--- config.mk ---
export PLATFORM = sky130hd
export DESIGN_NAME = bidirectional_bubble_sorter_top
export DESIGN_NICKNAME = d
export VERILOG_FILES = /design/src/hw/rtl/bbs_pkg.sv /design/src/hw/rtl/bbs_sequencer.sv /design/src/hw/rtl/bbs_datapath.sv /design/src/hw/rtl/bidirectional_bubble_sorter_top.sv
export VERILOG_INCLUDE_DIRS = /design/src /design/src/hw/rtl
export SDC_FILE = /design/constraint.sdc
export NUM_CORES = 2
export LEC_CHECK = 0
export ABC_AREA = 1
export ABC_CLOCK_PERIOD_IN_PS = 9000
export BUFFER_PORTS_ARGS = -buffer_cell sky130_fd_sc_hd__buf_2
export CAP_MARGIN = 25
export CORE_AREA = 2 2 450 452
export DETAILED_ROUTE_END_ITERATION = 8
export DIE_AREA = 0 0 452 454
export PLACE_DENSITY_LB_ADDON = 0.3
export SLEW_MARGIN = 10
export SYNTH_ARGS = -nofsm -noshare
export SYNTH_HDL_FRONTEND = slang
export SYNTH_SLANG_ARGS = --single-unit
--- constraint.sdc ---
create_clock -name clk -period 9 [get_ports clk]
set_input_delay 0.45 -clock clk [delete_from_list [all_inputs] [get_ports clk]]
set_output_delay 0.45 -clock clk [all_outputs]
set_load 0.1 [all_outputs]
--- src/hw/rtl/bidirectional_bubble_sorter_top_macros.svh ---
// Assertion macros shared by the sorter RTL.
`ifndef BIDIRECTIONAL_BUBBLE_SORTER_TOP_MACROS_SVH
`define BIDIRECTIONAL_BUBBLE_SORTER_TOP_MACROS_SVH
`ifndef SYNTHESIS
// Same-cycle implication, checked out of reset.
`define BBS_ASSERT_IMP(lbl, clk, rstn, ante, cons) \
  lbl: assert property (@(posedge clk) disable iff (!(rstn)) (ante) |-> (cons)) \
    else $error("sorter assertion failed");
// Next-cycle implication, checked out of reset.
`define BBS_ASSERT_NXT(lbl, clk, rstn, ante, cons) \
  lbl: assert property (@(posedge clk) disable iff (!(rstn)) (ante) |=> (cons)) \
    else $error("sorter assertion failed");
`else
`define BBS_ASSERT_IMP(lbl, clk, rstn, ante, cons)
`define BBS_ASSERT_NXT(lbl, clk, rstn, ante, cons)
`endif
`endif

--- src/hw/rtl/bbs_pkg.sv ---
// Shared types, microcode encoding and program ROM of the sorter.
`default_nettype none
package bbs_pkg;

  localparam int MAX_ELEMS_DEF  = 64;
  localparam int DATA_WIDTH_DEF = 32;
  localparam int UPC_W          = 5;

  typedef logic [UPC_W-1:0] upc_t;

  // Datapath operations, one per microword.
  typedef enum logic [3:0] {
    OP_NOP,
    OP_LOAD,
    OP_INIT,
    OP_RD_LO,
    OP_CUR_LD,
    OP_RD_UP,
    OP_CS_UP,
    OP_END_UP,
    OP_RD_HI,
    OP_RD_DN,
    OP_CS_DN,
    OP_END_DN,
    OP_EM_INIT,
    OP_EM_RD,
    OP_EMIT,
    OP_CLEAR
  } op_t;

  // Jump conditions; C_NEXT never jumps.
  typedef enum logic [2:0] {
    C_NEXT,
    C_ALWAYS,
    C_NOT_CLOSE,
    C_LO_GE_HI,
    C_UP_MORE,
    C_DN_MORE,
    C_OUT_BUSY,
    C_EM_MORE
  } cond_t;

  typedef struct packed {
    logic in_rdy;
    op_t  op;
  } ctrl_t;

  typedef struct packed {
    logic close_acc;
    logic lo_ge_hi;
    logic up_more;
    logic dn_more;
    logic out_busy;
    logic em_more;
  } stat_t;

  typedef struct packed {
    ctrl_t ctrl;
    cond_t cond;
    upc_t  target;
  } uword_t;

  // Program step addresses.
  localparam upc_t S_LOAD    = 5'd0;
  localparam upc_t S_INIT    = 5'd1;
  localparam upc_t S_CHK     = 5'd2;
  localparam upc_t S_UP_RD0  = 5'd3;
  localparam upc_t S_UP_LD   = 5'd4;
  localparam upc_t S_UP_RD   = 5'd5;
  localparam upc_t S_UP_CS   = 5'd6;
  localparam upc_t S_UP_END  = 5'd7;
  localparam upc_t S_DN_CHK  = 5'd8;
  localparam upc_t S_DN_RD0  = 5'd9;
  localparam upc_t S_DN_LD   = 5'd10;
  localparam upc_t S_DN_RD   = 5'd11;
  localparam upc_t S_DN_CS   = 5'd12;
  localparam upc_t S_DN_END  = 5'd13;
  localparam upc_t S_EM_INIT = 5'd14;
  localparam upc_t S_EM_RD   = 5'd15;
  localparam upc_t S_EM_WAIT = 5'd16;
  localparam upc_t S_EM_PUT  = 5'd17;
  localparam upc_t S_EM_END  = 5'd18;

  function automatic uword_t mk(logic rdy, op_t op, cond_t cnd, upc_t tgt);
    uword_t w;
    w.ctrl.in_rdy = rdy;
    w.ctrl.op     = op;
    w.cond        = cnd;
    w.target      = tgt;
    return w;
  endfunction

  // Program ROM.
  function automatic uword_t ucode(upc_t a);
    uword_t w;
    unique case (a)
      S_LOAD:    w = mk(1'b1, OP_LOAD,    C_NOT_CLOSE, S_LOAD);
      S_INIT:    w = mk(1'b0, OP_INIT,    C_NEXT,      S_LOAD);
      S_CHK:     w = mk(1'b0, OP_NOP,     C_LO_GE_HI,  S_EM_INIT);
      S_UP_RD0:  w = mk(1'b0, OP_RD_LO,   C_NEXT,      S_LOAD);
      S_UP_LD:   w = mk(1'b0, OP_CUR_LD,  C_NEXT,      S_LOAD);
      S_UP_RD:   w = mk(1'b0, OP_RD_UP,   C_NEXT,      S_LOAD);
      S_UP_CS:   w = mk(1'b0, OP_CS_UP,   C_UP_MORE,   S_UP_RD);
      S_UP_END:  w = mk(1'b0, OP_END_UP,  C_NEXT,      S_LOAD);
      S_DN_CHK:  w = mk(1'b0, OP_NOP,     C_LO_GE_HI,  S_EM_INIT);
      S_DN_RD0:  w = mk(1'b0, OP_RD_HI,   C_NEXT,      S_LOAD);
      S_DN_LD:   w = mk(1'b0, OP_CUR_LD,  C_NEXT,      S_LOAD);
      S_DN_RD:   w = mk(1'b0, OP_RD_DN,   C_NEXT,      S_LOAD);
      S_DN_CS:   w = mk(1'b0, OP_CS_DN,   C_DN_MORE,   S_DN_RD);
      S_DN_END:  w = mk(1'b0, OP_END_DN,  C_ALWAYS,    S_CHK);
      S_EM_INIT: w = mk(1'b0, OP_EM_INIT, C_NEXT,      S_LOAD);
      S_EM_RD:   w = mk(1'b0, OP_EM_RD,   C_NEXT,      S_LOAD);
      S_EM_WAIT: w = mk(1'b0, OP_NOP,     C_OUT_BUSY,  S_EM_WAIT);
      S_EM_PUT:  w = mk(1'b0, OP_EMIT,    C_EM_MORE,   S_EM_RD);
      S_EM_END:  w = mk(1'b0, OP_CLEAR,   C_ALWAYS,    S_LOAD);
      default:   w = mk(1'b0, OP_NOP,     C_ALWAYS,    S_LOAD);
    endcase
    return w;
  endfunction

endpackage
`default_nettype wire

--- src/hw/rtl/bbs_sequencer.sv ---
// Microprogram counter, ROM fetch and jump logic of the sorter.
`default_nettype none
module bbs_sequencer (
  input  wire logic          clk,
  input  wire logic          rst_n,
  input  wire bbs_pkg::stat_t stat,
  output bbs_pkg::ctrl_t     ctrl
);
  import bbs_pkg::*;

  upc_t   upc_r, upc_nxt;
  uword_t uw;
  logic   take;

  assign uw   = ucode(upc_r);
  assign ctrl = uw.ctrl;

  always_comb begin
    unique case (uw.cond)
      C_NEXT:      take = 1'b0;
      C_ALWAYS:    take = 1'b1;
      C_NOT_CLOSE: take = !stat.close_acc;
      C_LO_GE_HI:  take = stat.lo_ge_hi;
      C_UP_MORE:   take = stat.up_more;
      C_DN_MORE:   take = stat.dn_more;
      C_OUT_BUSY:  take = stat.out_busy;
      C_EM_MORE:   take = stat.em_more;
      default:     take = 1'b0;
    endcase
    upc_nxt = take ? uw.target : upc_t'(upc_r + 1'b1);
  end

  always_ff @(posedge clk) begin
    if (!rst_n) begin
      upc_r <= S_LOAD;
    end else begin
      upc_r <= upc_nxt;
    end
  end

endmodule
`default_nettype wire

--- src/hw/rtl/bbs_datapath.sv ---
// Element store, window registers, carry register and output register.
`default_nettype none
`include "bidirectional_bubble_sorter_top_macros.svh"
module bbs_datapath #(
  parameter int MAX_ELEMS  = bbs_pkg::MAX_ELEMS_DEF,
  parameter int DATA_WIDTH = bbs_pkg::DATA_WIDTH_DEF
) (
  input  wire logic                         clk,
  input  wire logic                         rst_n,
  input  wire bbs_pkg::ctrl_t               ctrl,
  output bbs_pkg::stat_t                    stat,
  input  wire logic                         in_valid,
  output logic                              in_ready,
  input  wire logic signed [DATA_WIDTH-1:0] in_value,
  input  wire logic                         in_last_item,
  output logic                              out_valid,
  input  wire logic                         out_ready,
  output logic signed [DATA_WIDTH-1:0]      out_sorted_value,
  output logic                              out_last_result,
  output logic                              out_overflow
);
  import bbs_pkg::*;

  localparam int AW = $clog2(MAX_ELEMS);
  localparam int CW = $clog2(MAX_ELEMS + 1);

  logic signed [DATA_WIDTH-1:0] mem [MAX_ELEMS];

  logic [CW-1:0]                cnt_r, cnt_nxt;
  logic                         drop_r, drop_nxt;
  logic [AW-1:0]                lo_r, lo_nxt, hi_r, hi_nxt, j_r, j_nxt;
  logic signed [DATA_WIDTH-1:0] cur_r, cur_nxt;
  logic signed [DATA_WIDTH-1:0] rd_q_r;
  logic                         out_valid_r, out_valid_nxt;
  logic signed [DATA_WIDTH-1:0] out_val_r, out_val_nxt;
  logic                         out_last_r, out_last_nxt;
  logic                         out_ovf_r, out_ovf_nxt;

  logic                         we, re;
  logic [AW-1:0]                waddr, raddr;
  logic signed [DATA_WIDTH-1:0] wdata;
  logic                         in_acc, full, last_emit;
  logic [AW-1:0]                j_inc, j_dec;

  assign in_ready  = ctrl.in_rdy;
  assign in_acc    = in_valid && ctrl.in_rdy;
  assign full      = (cnt_r == CW'(MAX_ELEMS));
  assign j_inc     = AW'(j_r + 1'b1);
  assign j_dec     = AW'(j_r - 1'b1);
  assign last_emit = (CW'(CW'(j_r) + 1'b1) == cnt_r);

  assign stat.close_acc = in_acc && in_last_item;
  assign stat.lo_ge_hi  = (lo_r >= hi_r);
  assign stat.up_more   = (j_inc != hi_r);
  assign stat.dn_more   = (j_dec != lo_r);
  assign stat.out_busy  = out_valid_r && !out_ready;
  assign stat.em_more   = !last_emit;

  always_comb begin
    cnt_nxt       = cnt_r;
    drop_nxt      = drop_r;
    lo_nxt        = lo_r;
    hi_nxt        = hi_r;
    j_nxt         = j_r;
    cur_nxt       = cur_r;
    out_valid_nxt = out_valid_r && !out_ready;
    out_val_nxt   = out_val_r;
    out_last_nxt  = out_last_r;
    out_ovf_nxt   = out_ovf_r;
    we            = 1'b0;
    re            = 1'b0;
    waddr         = j_r;
    raddr         = j_r;
    wdata         = cur_r;
    unique case (ctrl.op)
      OP_NOP: begin
      end
      OP_LOAD: begin
        if (in_acc) begin
          if (!full) begin
            we      = 1'b1;
            waddr   = cnt_r[AW-1:0];
            wdata   = in_value;
            cnt_nxt = CW'(cnt_r + 1'b1);
          end else begin
            drop_nxt = 1'b1;
          end
        end
      end
      OP_INIT: begin
        lo_nxt = '0;
        hi_nxt = AW'(cnt_r - 1'b1);
      end
      OP_RD_LO: begin
        re    = 1'b1;
        raddr = lo_r;
        j_nxt = lo_r;
      end
      OP_CUR_LD: begin
        cur_nxt = rd_q_r;
      end
      OP_RD_UP: begin
        re    = 1'b1;
        raddr = j_inc;
      end
      OP_CS_UP: begin
        // carry the larger value upward
        we    = 1'b1;
        j_nxt = j_inc;
        if (cur_r > rd_q_r) begin
          wdata = rd_q_r;
        end else begin
          wdata   = cur_r;
          cur_nxt = rd_q_r;
        end
      end
      OP_END_UP: begin
        we     = 1'b1;
        hi_nxt = AW'(hi_r - 1'b1);
      end
      OP_RD_HI: begin
        re    = 1'b1;
        raddr = hi_r;
        j_nxt = hi_r;
      end
      OP_RD_DN: begin
        re    = 1'b1;
        raddr = j_dec;
      end
      OP_CS_DN: begin
        // carry the smaller value downward
        we    = 1'b1;
        j_nxt = j_dec;
        if (rd_q_r > cur_r) begin
          wdata = rd_q_r;
        end else begin
          wdata   = cur_r;
          cur_nxt = rd_q_r;
        end
      end
      OP_END_DN: begin
        we     = 1'b1;
        lo_nxt = AW'(lo_r + 1'b1);
      end
      OP_EM_INIT: begin
        j_nxt = '0;
      end
      OP_EM_RD: begin
        re = 1'b1;
      end
      OP_EMIT: begin
        out_valid_nxt = 1'b1;
        out_val_nxt   = rd_q_r;
        out_last_nxt  = last_emit;
        out_ovf_nxt   = last_emit && drop_r;
        j_nxt         = j_inc;
      end
      OP_CLEAR: begin
        cnt_nxt  = '0;
        drop_nxt = 1'b0;
      end
      default: begin
      end
    endcase
  end

  always_ff @(posedge clk) begin
    if (we) begin
      mem[waddr] <= wdata;
    end
    if (re) begin
      rd_q_r <= mem[raddr];
    end
  end

  always_ff @(posedge clk) begin
    if (!rst_n) begin
      cnt_r       <= '0;
      drop_r      <= 1'b0;
      out_valid_r <= 1'b0;
    end else begin
      cnt_r       <= cnt_nxt;
      drop_r      <= drop_nxt;
      out_valid_r <= out_valid_nxt;
    end
  end

  always_ff @(posedge clk) begin
    lo_r       <= lo_nxt;
    hi_r       <= hi_nxt;
    j_r        <= j_nxt;
    cur_r      <= cur_nxt;
    out_val_r  <= out_val_nxt;
    out_last_r <= out_last_nxt;
    out_ovf_r  <= out_ovf_nxt;
  end

  assign out_valid        = out_valid_r;
  assign out_sorted_value = out_val_r;
  assign out_last_result  = out_last_r;
  assign out_overflow     = out_ovf_r;

  `BBS_ASSERT_IMP(a_cnt_bound, clk, rst_n, 1'b1, cnt_r <= CW'(MAX_ELEMS))
  `BBS_ASSERT_IMP(a_drop_full, clk, rst_n, drop_r, full)
  `BBS_ASSERT_IMP(a_up_window, clk, rst_n, ctrl.op == OP_CS_UP, j_r < hi_r)
  `BBS_ASSERT_IMP(a_dn_window, clk, rst_n, ctrl.op == OP_CS_DN, j_r > lo_r)
  `BBS_ASSERT_IMP(a_emit_free, clk, rst_n, ctrl.op == OP_EMIT, !out_valid_r)
  `BBS_ASSERT_NXT(a_clear_cnt, clk, rst_n, ctrl.op == OP_CLEAR, cnt_r == '0)

endmodule
`default_nettype wire

--- src/hw/rtl/bidirectional_bubble_sorter_top.sv ---
// Top level of the cocktail shaker sorter: sequencer plus datapath.
`default_nettype none
// Collects up to MAX_ELEMS signed values, one per input beat, and on the beat
// flagged last sorts them ascending with a cocktail shaker sort, then streams
// them out in order with the final beat flagged; out_overflow on that final
// beat reports values dropped because the store was full. The sort is shaped
// by the registered read of the element store: each compare-and-swap step is
// a read followed by a compare-and-write, and the larger (upward pass) or
// smaller (downward pass) value is carried in a register between steps.
// Output beats wait while the sink stalls. Equal values are never swapped,
// so their order is kept. Input is taken only while loading; the next set can
// start loading in the cycle after the last output beat is in the output
// register. Control is a 19-step microprogram in ROM driving the datapath.
module bidirectional_bubble_sorter_top #(
  parameter int MAX_ELEMS  = bbs_pkg::MAX_ELEMS_DEF,
  parameter int DATA_WIDTH = bbs_pkg::DATA_WIDTH_DEF
) (
  input  wire logic                         clk,
  input  wire logic                         rst_n,
  input  wire logic                         in_valid,
  output logic                              in_ready,
  input  wire logic signed [DATA_WIDTH-1:0] in_value,
  input  wire logic                         in_last_item,
  output logic                              out_valid,
  input  wire logic                         out_ready,
  output logic signed [DATA_WIDTH-1:0]      out_sorted_value,
  output logic                              out_last_result,
  output logic                              out_overflow
);
  import bbs_pkg::*;

  // control word from ROM, status flags back for the jumps
  ctrl_t ctrl;
  stat_t stat;

  bbs_sequencer u_seq (
    .clk   (clk),
    .rst_n (rst_n),
    .stat  (stat),
    .ctrl  (ctrl)
  );

  bbs_datapath #(
    .MAX_ELEMS  (MAX_ELEMS),
    .DATA_WIDTH (DATA_WIDTH)
  ) u_dp (
    .clk              (clk),
    .rst_n            (rst_n),
    .ctrl             (ctrl),
    .stat             (stat),
    .in_valid         (in_valid),
    .in_ready         (in_ready),
    .in_value         (in_value),
    .in_last_item     (in_last_item),
    .out_valid        (out_valid),
    .out_ready        (out_ready),
    .out_sorted_value (out_sorted_value),
    .out_last_result  (out_last_result),
    .out_overflow     (out_overflow)
  );

endmodule
`default_nettype wire
==> impl_metrics.json <==
{
  "status": "complete, no violations",
  "dp_cells": 9771,
  "worstMarginPinSlew_ns": 1.37,
  "cts.sinks": 2191,
  "crit_path_end_kind": "flop",
  "ys.flop_type": "edfxtp_1",
  "crit_path_max_incr_delay_ns": 0.83,
  "cp-startpoint": "u_seq.uw[11]",
  "via_count": 60095,
  "r2r_setup_slack_ns": 3.89,
  "final.setup.tns_ns": 0,
  "async_flop_share_pct": 0,
  "portBuffers": 72,
  "synthMostInstantiatedCell": "edfxtp_1",
  "cts_buffer_depth": 3,
  "met2_wirelength_mm": 121,
  "grtUsageTotal_pct": 24.6,
  "routed_via_density": 5.90,
  "cpMaxStageDelayCell": "buf_4",
  "cp_top_family": "simple AND/OR/NAND/NOR gates",
  "final_max_slew_viol_count": 0,
  "reg2reg_from": "u_seq.uw[11]",
  "rsz0062_at_grt": "no",
  "synth_area_leader_cell": "edfxtp_1",
  "core_area_um2": 201000,
  "setup_violations": 0,
  "synth_top_area_share_pct": 71.0,
  "grt_pass1_vias": 56099,
  "cts_made_buffers": 218,
  "cts_resized": 0,
  "maxSlewHeadroom_pct": 8.67,
  "synth_common_cells": "2164 x edfxtp_1, 1162 x nor2_1, 1067 x nand3_1, 567 x o211ai_1, 484 x o21ai_0",
  "cts.htree.levels": 4,
  "final_antenna_net_count": 0,
  "hp-start": "in_valid",
  "yosysSeqAreaShare_pct": 71.6,
  "drc": 0,
  "clk_pin_slew_ns": 0.06,
  "skew_ns": 0.0352,
  "grt_antenna_before_repair": 8,
  "synth-edff-count": 2164,
  "cap_violations": 0,
  "drt-met1-wl_mm": 107,
  "wire_per_inst_um": 25.2,
  "nNetsFinal": 7410,
  "synth_area_leaders": "edfxtp_1 71%, nand3_1 5.8%, nor2_1 4.8%",
  "overflow": 0,
  "crit_fanout": 193,
  "final_hold_viol_count": 0,
  "place_congestion": 0.886,
  "syn_nets": 7434,
  "hpwl_mm": 135,
  "cts_tree": "yes",
  "crit_path_frequent_cell": "nand3_1",
  "root_buffer": "clkbuf_16",
  "start_kind": "flop",
  "synth_cell_types": 43,
  "clock_latency_ns": 0.88,
  "crit_chain": "nor2_2, nand3_1, nand4_4, inv_4, nand2_2, nand2_8, buf_4, buf_12, nor2_1, nor2_1, o21ai_0, nand3_1, nand3_1, nand3_1, nand3_1, nand2_1",
  "grt_pass1_wl_mm": 376,
  "hp-class": "primary input to flop",
  "die_area_um2": 205000,
  "final_util_pct": 50.7,
  "period_needed_ns": 5.11,
  "clock.fmax_mhz": 196,
  "rows": 165,
  "syn_area_per_cell_um2": 12.5,
  "dr.pass1.iters": 6,
  "criticalPathCategory": "flop to flop",
  "top_layer_used": "met4",
  "io_pins": 73,
  "critPathBufInv": 3,
  "fin_cells": 10193,
  "grt_max_degree": 236,
  "drt_iter0_drc": 7900,
  "synth-seq-cells": 2191,
  "area_delta_synth_final_pct": 11.3,
  "cp.required_ns": 9.69,
  "die_x_um": 452,
  "wl_met3_mm": 22.9,
  "drive_gt1_share_pct": 14.0,
  "yosysWarnings": 0,
  "cp.arrival_ns": 5.80,
  "finalCritPeriodShare_pct": 56.8,
  "cts_setup_buffers": 0,
  "die_height_um": 454,
  "start_util_pct": 45.6,
  "syn_inst": 7347,
  "drt_wl_total_mm": 257,
  "syn_area_um2": 91500
}
[metal layers]
layer / vias to the layer above / global-route usage (%)
met3: 384 / 4.22
met2: 2870 / 39.3
met4: 0 / 7.35
li1: 26803 / -
met5: - / 0
met1: 30038 / 34.5
[registers in the layout (all words and copies together) (netlist names)]
name and flops:
u_dp.hi_r 6, u_dp.drop_r 1, u_dp.cur_r 32, u_dp.cnt_r 7
u_seq.upc_r 5, u_dp.out_sorted_value 32, u_dp.mem 2048, u_dp.lo_r 6
u_dp.rd_q_r 32, u_dp.out_valid 1, u_dp.out_last_result 1, u_dp.j_r 6
u_dp.out_overflow 1, u_seq.uw 13
[cells in the final DEF (no fill, tap or decap), types with 6 or more instances in the layout]
cell type | Yosys | final
o21ai_0 | 484 | 482
o211ai_1 | 567 | 567
bufinv_16 | 0 | 13
clkinv_1 | 1 | 60
clkbuf_16 | 0 | 219
nand3_1 | 1067 | 1066
nand2_1 | 410 | 410
xor2_1 | 6 | 6
nor2_1 | 1162 | 1093
clkbuf_1 | 176 | 52
buf_2 | 200 | 72
buf_4 | 46 | 142
a21oi_1 | 34 | 34
nor3_1 | 20 | 20
edfxtp_1 | 2164 | 2164
nor2_4 | 0 | 65
dfxtp_1 | 27 | 27
nand3b_1 | 14 | 14
or2_2 | 430 | 430
nand4_1 | 36 | 36
nor2_2 | 5 | 9
buf_12 | 0 | 14
ha_1 | 50 | 50
diode_2 | 0 | 11
inv_1 | 256 | 253
o21ai_1 | 83 | 83
clkinv_2 | 0 | 41
or2_0 | 14 | 14
[cell type report]
class	instances	area, µm²
fillers	16840	99000
flip-flops and latches	2191	65500
multi-input cells	4418	23300
clock buffers	271	5680
well taps	2672	3340
repair buffers	232	1760
clock inverters	136	1180
inverters	262	1020
diodes	11	27.5
[tightest hold or removal path, delay by kind of cell]
| kind | cells | cell delay [ns] |
|---|---|---|
| buffers and inverters | 1 | 0.10 |
| AOI/OAI and AO/OA | 1 | 0.06 |
| and+or+nand+nor | 3 | 0.28 |
[through the flow]
stage	hold WS, ns	setup WS (ns)	cell area, µm²
after global placement	0.453	4.05	94900
after floorplan	0.436	4.20	91500
after CTS	0.0489	4.01	102000
final	0.0818	3.89	102000
after global routing	0.107	3.63	102000
after detailed placement	0.465	4.06	94900
[timing repair]
item | 4_1_cts | 5_1_grt
hold buffers | 3 | 0
hold endpoints to repair | 5 | 0
setup endpoints to repair | 0 | 0
[worst paths after layout]
| check | end | cells past startpoint |
|---|---|---|
| setup reg to reg | u_dp.rd_q_r[22] | 16 |
| hold reg to reg | u_dp.drop_r | 2 |
| hold / removal | u_dp.drop_r | 5 |
| setup / recovery | u_dp.rd_q_r[22] | 16 |
[kinds of logic (layout without fill, tap and decap cells)]
family,count (synthesis),in the layout,share of synthesized area (%)
buf+inv,738,901,3.57
flops,2191,2191,71.6
xor+xnor,10,10,0.111
compound gates,1184,1184,8.07
fa+ha+maj,50,50,0.684
simple gates,3174,3174,16.0
other cells,0,11,0
Power is left out: the tool's default activity adds up to more than one toggle a clock period on the data nets, which glitch-free logic cannot reach.
